<file path="config.mk">
export PLATFORM = sky130hd
export DESIGN_NAME = indexed_min_heap_queue
export DESIGN_NICKNAME = d
export VERILOG_FILES = /design/src/hdl/imhq_pkg.sv /design/src/hdl/indexed_min_heap_queue.sv /design/src/hdl/imhq_ram.sv
export VERILOG_INCLUDE_DIRS = /design/src /design/src/hdl
export SDC_FILE = /design/constraint.sdc
export NUM_CORES = 2
export LEC_CHECK = 0
export ABC_AREA = 0
export ABC_CLOCK_PERIOD_IN_PS = 9300
export BUFFER_PORTS_ARGS = -buffer_cell sky130_fd_sc_hd__clkbuf_2
export CORE_MARGIN = 2
export CORE_UTILIZATION = 25
export CTS_CLUSTER_SIZE = 8
export DETAILED_ROUTE_END_ITERATION = 8
export SLEW_MARGIN = 15
export SYNTH_ARGS = -nofsm -noshare
export SYNTH_HDL_FRONTEND = slang
export SYNTH_HIERARCHICAL = 1
export SYNTH_SLANG_ARGS = --single-unit
</file>
<file path="constraint.sdc">
create_clock -name clock -period 9.3 [get_ports clock]
set_input_delay 0.465 -clock clock [delete_from_list [all_inputs] [get_ports clock]]
set_output_delay 0.465 -clock clock [all_outputs]
set_load 0.005 [all_outputs]
</file>
<file path="src/hdl/indexed_min_heap_queue_macros.svh">
// ----------------------------------------------------------------------------
// indexed_min_heap_queue_macros
// Assertion macros shared by the heap queue RTL. They compile to nothing when
// SYNTHESIS is defined.
// ----------------------------------------------------------------------------
`ifndef INDEXED_MIN_HEAP_QUEUE_MACROS_SVH
`define INDEXED_MIN_HEAP_QUEUE_MACROS_SVH

`ifndef SYNTHESIS
// same-cycle implication
`define IMHQ_ASSERT_IMP(lbl, clk, rst, pre, post) \
   lbl: assert property (@(posedge clk) disable iff (rst) (pre) |-> (post)) \
      else $error("heap queue check failed");
// next-cycle implication
`define IMHQ_ASSERT_NXT(lbl, clk, rst, pre, post) \
   lbl: assert property (@(posedge clk) disable iff (rst) (pre) |=> (post)) \
      else $error("heap queue check failed");
`else
`define IMHQ_ASSERT_IMP(lbl, clk, rst, pre, post)
`define IMHQ_ASSERT_NXT(lbl, clk, rst, pre, post)
`endif

`endif

</file>
<file path="src/hdl/imhq_pkg.sv">
// ----------------------------------------------------------------------------
// imhq_pkg
// Request and status codes, field widths and the heap entry type.
// ----------------------------------------------------------------------------
package imhq_pkg;

   localparam int VERTEX_W     = 6;
   localparam int NUM_VERTICES = 64;
   localparam int PRIO_W       = 32;
   localparam int TYPE_W       = 3;
   localparam int STATUS_W     = 3;
   localparam int COUNT_W      = 7;
   localparam int ENTRY_W      = VERTEX_W + PRIO_W;

   // request kinds
   localparam logic [TYPE_W-1:0] REQ_INSERT   = 3'd0;
   localparam logic [TYPE_W-1:0] REQ_EXTRACT  = 3'd1;
   localparam logic [TYPE_W-1:0] REQ_DECREASE = 3'd2;
   localparam logic [TYPE_W-1:0] REQ_CONTAINS = 3'd3;
   localparam logic [TYPE_W-1:0] REQ_GET_PRIO = 3'd4;

   // status codes
   localparam logic [STATUS_W-1:0] ST_OK        = 3'd0;
   localparam logic [STATUS_W-1:0] ST_FULL      = 3'd1;
   localparam logic [STATUS_W-1:0] ST_EMPTY     = 3'd2;
   localparam logic [STATUS_W-1:0] ST_ABSENT    = 3'd3;
   localparam logic [STATUS_W-1:0] ST_NOT_LOWER = 3'd4;
   localparam logic [STATUS_W-1:0] ST_DUP       = 3'd5;

   // one heap slot
   typedef struct packed {
      logic [VERTEX_W-1:0] vtx;
      logic [PRIO_W-1:0]   prio;
   } entry_type;

endpackage

</file>
<file path="src/hdl/indexed_min_heap_queue.sv">
// ----------------------------------------------------------------------------
// indexed_min_heap_queue
// Indexed binary min-heap of (vertex, priority) pairs in a slot RAM, with a
// position RAM and per-vertex present bits.
// ----------------------------------------------------------------------------
// Sequencing: each request is decoded first; insert and decrease then sift the
//   entry up and extract sifts the last entry down one heap level at a time,
//   all through the single read port of the slot RAM.
// Throughput: one item at a time; the next beat is taken once the result
//   sits in the output register, which may still be waiting on rsp_stall.
// Reset: synchronous; empties the heap and clears all present bits at once.
// ----------------------------------------------------------------------------
`include "indexed_min_heap_queue_macros.svh"

module indexed_min_heap_queue #(
   parameter int CAPACITY = 64
) (
   input  logic        clock,
   input  logic        reset,
   input  logic        req_valid,
   output logic        req_stall,
   input  logic [2:0]  req_type,
   input  logic [5:0]  req_vertex_id,
   input  logic [31:0] req_new_priority,
   output logic        rsp_valid,
   input  logic        rsp_stall,
   output logic [2:0]  rsp_status,
   output logic [5:0]  rsp_out_vertex,
   output logic [31:0] rsp_out_priority,
   output logic        rsp_is_present,
   output logic [6:0]  rsp_entry_count
);

   localparam int SW = $clog2(CAPACITY);
   localparam int FW = $clog2(CAPACITY + 1);
   localparam int CW = SW + 2;

   localparam logic [3:0] S_IDLE    = 4'd0;
   localparam logic [3:0] S_DECODE  = 4'd1;
   localparam logic [3:0] S_SU_RD   = 4'd2;
   localparam logic [3:0] S_SU_CMP  = 4'd3;
   localparam logic [3:0] S_DK_CHK  = 4'd4;
   localparam logic [3:0] S_GP_RD   = 4'd5;
   localparam logic [3:0] S_EX_ROOT = 4'd6;
   localparam logic [3:0] S_EX_LAST = 4'd7;
   localparam logic [3:0] S_SD_RL   = 4'd8;
   localparam logic [3:0] S_SD_RR   = 4'd9;
   localparam logic [3:0] S_SD_CMP  = 4'd10;
   localparam logic [3:0] S_FIN     = 4'd11;

   logic [3:0]  state_ff, state_in;
   logic [FW-1:0] fill_ff, fill_in;
   logic [imhq_pkg::NUM_VERTICES-1:0] vld_ff, vld_in;
   logic [SW-1:0] idx_ff, idx_in;
   imhq_pkg::entry_type mv_ff, mv_in;
   imhq_pkg::entry_type lft_ff, lft_in;
   logic [imhq_pkg::TYPE_W-1:0]   cur_type_ff, cur_type_in;
   logic [imhq_pkg::VERTEX_W-1:0] cur_v_ff, cur_v_in;
   logic [imhq_pkg::PRIO_W-1:0]   cur_p_ff, cur_p_in;
   logic [imhq_pkg::STATUS_W-1:0] st_ff, st_in;
   logic [imhq_pkg::VERTEX_W-1:0] ov_ff, ov_in;
   logic [imhq_pkg::PRIO_W-1:0]   op_ff, op_in;

   logic                            rsp_valid_ff, rsp_valid_in;
   logic [imhq_pkg::STATUS_W-1:0]   rsp_st_ff, rsp_st_in;
   logic [imhq_pkg::VERTEX_W-1:0]   rsp_ov_ff, rsp_ov_in;
   logic [imhq_pkg::PRIO_W-1:0]     rsp_op_ff, rsp_op_in;
   logic                            rsp_pr_ff, rsp_pr_in;
   logic [imhq_pkg::COUNT_W-1:0]    rsp_cnt_ff, rsp_cnt_in;

   // RAM ports
   logic          hp_re, hp_we, ps_re, ps_we;
   logic [SW-1:0] hp_ra, hp_wa, ps_wd, ps_rd;
   logic [imhq_pkg::VERTEX_W-1:0] ps_ra, ps_wa;
   imhq_pkg::entry_type hp_wd, hp_rd;
   logic [imhq_pkg::ENTRY_W-1:0] hp_rd_raw;

   logic          accept, out_free, load_rsp;
   logic [CW-1:0] lc, rc, fill_x;
   logic          l_ok, r_ok;
   logic [SW-1:0] parent;
   logic [FW-1:0] last;

   imhq_ram #(.WIDTH(imhq_pkg::ENTRY_W), .DEPTH(CAPACITY)) u_slot_ram (
      .clock   (clock),
      .wr_en   (hp_we),
      .wr_addr (hp_wa),
      .wr_data (hp_wd),
      .rd_en   (hp_re),
      .rd_addr (hp_ra),
      .rd_data (hp_rd_raw)
   );

   imhq_ram #(.WIDTH(SW), .DEPTH(imhq_pkg::NUM_VERTICES)) u_pos_ram (
      .clock   (clock),
      .wr_en   (ps_we),
      .wr_addr (ps_wa),
      .wr_data (ps_wd),
      .rd_en   (ps_re),
      .rd_addr (ps_ra),
      .rd_data (ps_rd)
   );

   assign hp_rd = imhq_pkg::entry_type'(hp_rd_raw);

   // handshake
   assign req_stall = (state_ff != S_IDLE);
   assign accept    = req_valid && (state_ff == S_IDLE);
   assign out_free  = !rsp_valid_ff || !rsp_stall;
   assign load_rsp  = (state_ff == S_FIN) && out_free;

   // heap geometry
   assign lc     = {1'b0, idx_ff, 1'b1};
   assign rc     = lc + CW'(1);
   assign fill_x = CW'(fill_ff);
   assign l_ok   = lc < fill_x;
   assign r_ok   = rc < fill_x;
   assign parent = SW'((idx_ff - SW'(1)) >> 1);
   assign last   = fill_ff - FW'(1);

   // sequencer
   always_comb begin
      logic [1:0]            bsel;
      logic [imhq_pkg::PRIO_W-1:0] bp;
      state_in    = state_ff;
      fill_in     = fill_ff;
      vld_in      = vld_ff;
      idx_in      = idx_ff;
      mv_in       = mv_ff;
      lft_in      = lft_ff;
      cur_type_in = cur_type_ff;
      cur_v_in    = cur_v_ff;
      cur_p_in    = cur_p_ff;
      st_in       = st_ff;
      ov_in       = ov_ff;
      op_in       = op_ff;
      hp_re       = 1'b0;
      hp_ra       = '0;
      hp_we       = 1'b0;
      hp_wa       = idx_ff;
      hp_wd       = mv_ff;
      ps_re       = accept;
      ps_ra       = req_vertex_id;
      ps_we       = 1'b0;
      ps_wa       = mv_ff.vtx;
      ps_wd       = idx_ff;
      bsel        = 2'd0;
      bp          = mv_ff.prio;

      case (state_ff)
         S_IDLE: begin
            if (accept) begin
               cur_type_in = req_type;
               cur_v_in    = req_vertex_id;
               cur_p_in    = req_new_priority;
               st_in       = imhq_pkg::ST_OK;
               ov_in       = '0;
               op_in       = '0;
               state_in    = S_DECODE;
            end
         end
         S_DECODE: begin
            state_in = S_FIN;
            case (cur_type_ff)
               imhq_pkg::REQ_INSERT: begin
                  if (fill_ff == FW'(CAPACITY)) begin
                     st_in = imhq_pkg::ST_FULL;
                  end else if (vld_ff[cur_v_ff]) begin
                     st_in = imhq_pkg::ST_DUP;
                  end else begin
                     vld_in[cur_v_ff] = 1'b1;
                     fill_in  = fill_ff + FW'(1);
                     idx_in   = fill_ff[SW-1:0];
                     mv_in    = '{vtx: cur_v_ff, prio: cur_p_ff};
                     state_in = S_SU_RD;
                  end
               end
               imhq_pkg::REQ_EXTRACT: begin
                  if (fill_ff == '0) begin
                     st_in = imhq_pkg::ST_EMPTY;
                  end else begin
                     hp_re    = 1'b1;
                     hp_ra    = '0;
                     state_in = S_EX_ROOT;
                  end
               end
               imhq_pkg::REQ_DECREASE: begin
                  if (!vld_ff[cur_v_ff]) begin
                     st_in = imhq_pkg::ST_ABSENT;
                  end else begin
                     hp_re    = 1'b1;
                     hp_ra    = ps_rd;
                     idx_in   = ps_rd;
                     state_in = S_DK_CHK;
                  end
               end
               imhq_pkg::REQ_GET_PRIO: begin
                  if (!vld_ff[cur_v_ff]) begin
                     st_in = imhq_pkg::ST_ABSENT;
                  end else begin
                     hp_re    = 1'b1;
                     hp_ra    = ps_rd;
                     state_in = S_GP_RD;
                  end
               end
               default: begin
                  state_in = S_FIN;
               end
            endcase
         end
         S_DK_CHK: begin
            if ($signed(hp_rd.prio) <= $signed(cur_p_ff)) begin
               st_in    = imhq_pkg::ST_NOT_LOWER;
               state_in = S_FIN;
            end else begin
               mv_in    = '{vtx: cur_v_ff, prio: cur_p_ff};
               state_in = S_SU_RD;
            end
         end
         S_GP_RD: begin
            op_in    = hp_rd.prio;
            state_in = S_FIN;
         end
         // sift up: fetch parent, or settle at the root
         S_SU_RD: begin
            if (idx_ff == '0) begin
               hp_we    = 1'b1;
               ps_we    = 1'b1;
               state_in = S_FIN;
            end else begin
               hp_re    = 1'b1;
               hp_ra    = parent;
               state_in = S_SU_CMP;
            end
         end
         S_SU_CMP: begin
            if ($signed(hp_rd.prio) > $signed(mv_ff.prio)) begin
               // parent moves down into the hole
               hp_we    = 1'b1;
               hp_wd    = hp_rd;
               ps_we    = 1'b1;
               ps_wa    = hp_rd.vtx;
               idx_in   = parent;
               state_in = S_SU_RD;
            end else begin
               hp_we    = 1'b1;
               ps_we    = 1'b1;
               state_in = S_FIN;
            end
         end
         S_EX_ROOT: begin
            ov_in              = hp_rd.vtx;
            op_in              = hp_rd.prio;
            vld_in[hp_rd.vtx]  = 1'b0;
            fill_in            = last;
            if (last == '0) begin
               state_in = S_FIN;
            end else begin
               hp_re    = 1'b1;
               hp_ra    = last[SW-1:0];
               state_in = S_EX_LAST;
            end
         end
         S_EX_LAST: begin
            mv_in    = hp_rd;
            idx_in   = '0;
            state_in = S_SD_RL;
         end
         // sift down: left child, right child, then compare
         S_SD_RL: begin
            if (!l_ok) begin
               hp_we    = 1'b1;
               ps_we    = 1'b1;
               state_in = S_FIN;
            end else begin
               hp_re    = 1'b1;
               hp_ra    = lc[SW-1:0];
               state_in = S_SD_RR;
            end
         end
         S_SD_RR: begin
            lft_in   = hp_rd;
            hp_re    = r_ok;
            hp_ra    = rc[SW-1:0];
            state_in = S_SD_CMP;
         end
         S_SD_CMP: begin
            if ($signed(lft_ff.prio) < $signed(bp)) begin
               bsel = 2'd1;
               bp   = lft_ff.prio;
            end
            if (r_ok && ($signed(hp_rd.prio) < $signed(bp))) begin
               bsel = 2'd2;
            end
            hp_we = 1'b1;
            ps_we = 1'b1;
            if (bsel == 2'd0) begin
               state_in = S_FIN;
            end else if (bsel == 2'd1) begin
               hp_wd    = lft_ff;
               ps_wa    = lft_ff.vtx;
               idx_in   = lc[SW-1:0];
               state_in = S_SD_RL;
            end else begin
               hp_wd    = hp_rd;
               ps_wa    = hp_rd.vtx;
               idx_in   = rc[SW-1:0];
               state_in = S_SD_RL;
            end
         end
         S_FIN: begin
            if (out_free) begin
               state_in = S_IDLE;
            end
         end
         default: begin
            state_in = S_IDLE;
         end
      endcase
   end

   // output register
   always_comb begin
      rsp_valid_in = (rsp_valid_ff && rsp_stall) || load_rsp;
      rsp_st_in    = rsp_st_ff;
      rsp_ov_in    = rsp_ov_ff;
      rsp_op_in    = rsp_op_ff;
      rsp_pr_in    = rsp_pr_ff;
      rsp_cnt_in   = rsp_cnt_ff;
      if (load_rsp) begin
         rsp_st_in  = st_ff;
         rsp_ov_in  = ov_ff;
         rsp_op_in  = op_ff;
         rsp_pr_in  = vld_ff[cur_v_ff];
         rsp_cnt_in = imhq_pkg::COUNT_W'(fill_ff);
      end
   end

   // control registers
   always_ff @(posedge clock) begin
      if (reset) begin
         state_ff     <= S_IDLE;
         fill_ff      <= '0;
         vld_ff       <= '0;
         rsp_valid_ff <= 1'b0;
      end else begin
         state_ff     <= state_in;
         fill_ff      <= fill_in;
         vld_ff       <= vld_in;
         rsp_valid_ff <= rsp_valid_in;
      end
   end

   // payload registers
   always_ff @(posedge clock) begin
      idx_ff      <= idx_in;
      mv_ff       <= mv_in;
      lft_ff      <= lft_in;
      cur_type_ff <= cur_type_in;
      cur_v_ff    <= cur_v_in;
      cur_p_ff    <= cur_p_in;
      st_ff       <= st_in;
      ov_ff       <= ov_in;
      op_ff       <= op_in;
      rsp_st_ff   <= rsp_st_in;
      rsp_ov_ff   <= rsp_ov_in;
      rsp_op_ff   <= rsp_op_in;
      rsp_pr_ff   <= rsp_pr_in;
      rsp_cnt_ff  <= rsp_cnt_in;
   end

   assign rsp_valid        = rsp_valid_ff;
   assign rsp_status       = rsp_st_ff;
   assign rsp_out_vertex   = rsp_ov_ff;
   assign rsp_out_priority = rsp_op_ff;
   assign rsp_is_present   = rsp_pr_ff;
   assign rsp_entry_count  = rsp_cnt_ff;

   `IMHQ_ASSERT_IMP(a_fill_bound, clock, reset, 1'b1, fill_ff <= FW'(CAPACITY))
   `IMHQ_ASSERT_IMP(a_root_nonempty, clock, reset, state_ff == S_EX_ROOT, fill_ff != '0)
   `IMHQ_ASSERT_NXT(a_result_loaded, clock, reset, load_rsp, rsp_valid_ff)
   `IMHQ_ASSERT_IMP(a_sift_in_range, clock, reset, state_ff == S_SD_CMP, l_ok)

endmodule

</file>
<file path="src/hdl/imhq_ram.sv">
// ----------------------------------------------------------------------------
// imhq_ram
// Generic single-write, single-read RAM with registered read data.
// ----------------------------------------------------------------------------
module imhq_ram #(
   parameter int WIDTH = 38,
   parameter int DEPTH = 64
) (
   input  logic                     clock,
   input  logic                     wr_en,
   input  logic [$clog2(DEPTH)-1:0] wr_addr,
   input  logic [WIDTH-1:0]         wr_data,
   input  logic                     rd_en,
   input  logic [$clog2(DEPTH)-1:0] rd_addr,
   output logic [WIDTH-1:0]         rd_data
);

   logic [WIDTH-1:0] mem [DEPTH];

   // write port and registered read port
   always_ff @(posedge clock) begin
      if (wr_en) begin
         mem[wr_addr] <= wr_data;
      end
      if (rd_en) begin
         rd_data <= mem[rd_addr];
      end
   end

endmodule

</file>
==> metrics.csv <==
stage;metric;value;unit
logic_synthesis;yosysSeqAreaShare;74.81;%
logic_synthesis;synth_area;125400;µm²
timing;slew_violations;0;
placed_design;hpwlAfterDp;208100;µm
floorplanning;die_w;712.2;µm
detailed_routing;drt_iter0_markers;8383;
timing;rsz0062_at_grt;no;
cells_and_area;final_common_cell;edfxtp_1;
pwr;fin_total_pwr;40.62;mW
cells_and_area;post-route-util;29.35;%
logic_synthesis;synthFlopType;edfxtp_1;
cts;clockBufferDepth;4;
pwr;irDropWorstVdd;0.0001807;V
detailed_routing;met2_length;169500;µm
cts;clkLatencyLatePin;0.93;ns
floorplanning;num_io_pins;96;
pwr;p_sw;12.05;mW
global_route;grt_antenna_before_repair;13;
detailed_routing;dr_wl_met3;31370;µm
detailed_routing;wl;356400;µm
detailed_routing;drc;0;
global_route;overflow;0;
run_status;status;completed;
timing;clock_skew;0.08715;ns
detailed_routing;route.layer.met1.wl;145300;µm
detailed_routing;top_layer;met5;
pwr;p_leak;44.83;nW
cts;numCtsBuffers;436;
pwr;pwr-share-comb;22.5;%
detailed_routing;first_pass_iters;6;
cts;h-tree-depth;5;
run;drv_cap;0;
detailed_routing;dr_total_vias;66840;
cells_and_area;fin_nets;6907;
timing;whs;0.09408;ns
cells_and_area;synthToLayoutAreaGrowth;17.11;%
cells_and_area;fillCellCount;48530;
logic_synthesis;synth_cells;6303;
cells_and_area;stdcell_count;13470;
global_route;track_usage;13.51;%
floorplanning;start_util;25.06;%
setup_path;cp.required;9.83;ns
timing;max_freq;0.1162;GHz
logic_synthesis;yosys_warnings;6;
setup_path;crit_arrival;9.14;ns
placed_design;dp.cells;12920;
cts;cts.sinks;3149;
cells_and_area;final_cell_mix;edfxtp_1 (3073), mux4_2 (713), clkbuf_16 (442);
cts;cts_tree;built;
cts;cts_root_buf;clkbuf_16;
timing;post-route-period-util;92.57;%
timing;maxSlewHeadroom;20.26;%
floorplanning;num_rows;260;
floorplanning;die_h;712.2;µm
logic_synthesis;yosysUniqueCellTypes;80;
setup_path;path_class;reg2reg;
detailed_routing;wire_per_inst;26.47;µm
setup_path;start_kind;flip-flop;
setup_path;cp-end-kind;flip-flop;
timing;tightest_slew;1.193;ns
timing;setup_viol;0;
logic_synthesis;synth_nets;6491;
logic_synthesis;synth_edf_count;3073;
floorplanning;die_area;507200;µm²
pwr;p_sw_share;29.66;%
global_route;grt_max_degree;145;
cts;clkTransAtPathRegs;0.06;ns
pwr;power_density;276.6;nW/µm²
global_route;grt_pass1_vias;67300;
logic_synthesis;ys_ff_latch;3149;
timing;finalHoldViolCount;0;
setup_path;critPathMaxFanout;67;
floorplanning;design.core.area;500300;µm²
detailed_routing;vias_per_cell;4.964;
detailed_routing;ant_nets;0;
logic_synthesis;synthArstFlopShare;0;%
timing;fin_crit;8.609;ns
timing;setup-tns-final;0;ns
cells_and_area;drive_gt1_share;25.24;%
pwr;p_seq_share;43.4;%
pwr;p_int;28.57;mW
logic_synthesis;postSynthAreaPerCell;19.89;µm²
pwr;p_clk_share;34.1;%
placed_design;io_buffers;95;
placed_design;gp_congestion;0.8309;
worst_hold_path;hp-class;in2reg;
global_route;grt_pass1_wl;502900;µm
-- through the flow --
stage               setup slack, ns  instance area (µm²)
floorplan                     1.804               125400
global placement             0.9741               134700
detailed placement           0.7434               134700
CTS                          0.7547               146600
global route                 0.2096               146800
finish                       0.6910               146800
-- registers in the layout, indices dropped and copies added (netlist names), 7 cells and up --
| signal | flops |
|---|---|
| u_slot_ram/rd_data | 38 |
| cur_p_ff | 32 |
| fill_ff | 7 |
| u_pos_ram/mem | 384 |
| u_slot_ram/mem | 2432 |
| op_ff | 32 |
| rsp_entry_count | 7 |
| vld_ff | 64 |
| mv_ff | 38 |
| lft_ff | 38 |
| rsp_out_priority | 32 |
-- final cells by class --
class	count	area, µm²	share of cell area [%]
clock buffers	480	11210	7.637
repair buffers	321	2491	1.697
multi-input cells	2685	30220	20.58
flip-flops and latches	3149	93800	63.88
well taps	6681	8359	5.693
inverters	126	473.0	0.3221
diodes	6	15.01	0.01023
clock inverters	17	257.7	0.1755
-- metal layers --
layer  track usage (%)  up-vias
met5                 0        -
met3             2.503      603
met2             22.01     3504
li1                  -    26840
met4             3.942        6
met1             18.37    35880
-- synthesized netlist by cell type, types with 81 or more instances --
| master | n | share of area (%) |
|---|---|---|
| ha_1 | 143 | 1.4 |
| mux2_2 | 102 | 0.92 |
| edfxtp_1 | 3073 | 74 |
| a21oi_1 | 199 | 0.79 |
| inv_1 | 123 | 0.37 |
| a22oi_1 | 144 | 0.86 |
| nand2_1 | 205 | 0.61 |
| mux4_2 | 713 | 13 |
| mux2i_1 | 81 | 0.65 |
| clkbuf_1 | 168 | 0.50 |
| o21ai_0 | 105 | 0.42 |
| nor2_1 | 259 | 0.78 |
| o22ai_1 | 117 | 0.58 |
-- cell families (layout without fill, tap and decap cells) --
kind of cell               after synthesis  count (layout)  share of synthesized area (%)
buffers and inverters                  469             944                          1.749
other                                    0               6                              0
xor gates and xnor gates                18              18                         0.1257
DFF                                   3149            3149                          74.81
and+or+nand+nor                        841             841                          3.326
adders and majority gates              143             143                          1.427
muxes                                  899             899                          14.41
AOI/OAI and AO/OA                      784             784                          4.150
-- power by group through the flow --
stage	clock network, mW	registers [mW]	logic [mW]
2_1_floorplan	0	17.5	5.73
3_3_place_gp	0	17.9	8.93
3_5_place_dp	0	17.9	9.02
4_1_cts	14.1	17.6	9.06
5_1_grt	14.6	17.6	9.69
6_report	13.8	17.6	9.15
-- worst max-delay path, stage by stage, from the launching register on --
cell       delay (ns)
edfxtp_1         0.36
inv_1            0.08
ha_1             0.40
nand4_1          0.19
nor4_1           0.41
nand2_1          0.17
a31oi_1          0.39
nor3_1           0.21
nor2_4           0.42
buf_4            0.45
mux2_2           0.41
inv_1            0.09
ha_1             0.24
nand4_1          0.14
nor2_1           0.08
a221oi_1         0.33
o211ai_1         0.17
a2111oi_0        0.71
buf_4            0.24
a31o_2           0.20
a31o_2           0.26
a221o_2          0.28
buf_4            0.53
nand4_1          0.74
nor2_1           0.70
-- final timing paths --
kind,startpoint,end,slack (ns),cells past startpoint
hold reg to reg,op_ff[0]$_SDFFCE_PN0P_,rsp_out_priority[0]$_DFFE_PP_,0.41,0
setup / recovery,mv_ff[31]$_DFFE_PP_,u_pos_ram/mem[63][3]$_DFFE_PP_,0.69,24
hold / removal,req_vertex_id[1],cur_v_ff[1]$_DFFE_PP_,0.09,1
setup reg to reg,mv_ff[31]$_DFFE_PP_,u_pos_ram/mem[63][3]$_DFFE_PP_,0.69,24
-- what timing repair did --
item	CTS	global route
hold buffers	38	0
resized for setup	0	0
hold endpoints to repair	48	0
buffers inserted	0	0
(Power assumes the default switching activity.)
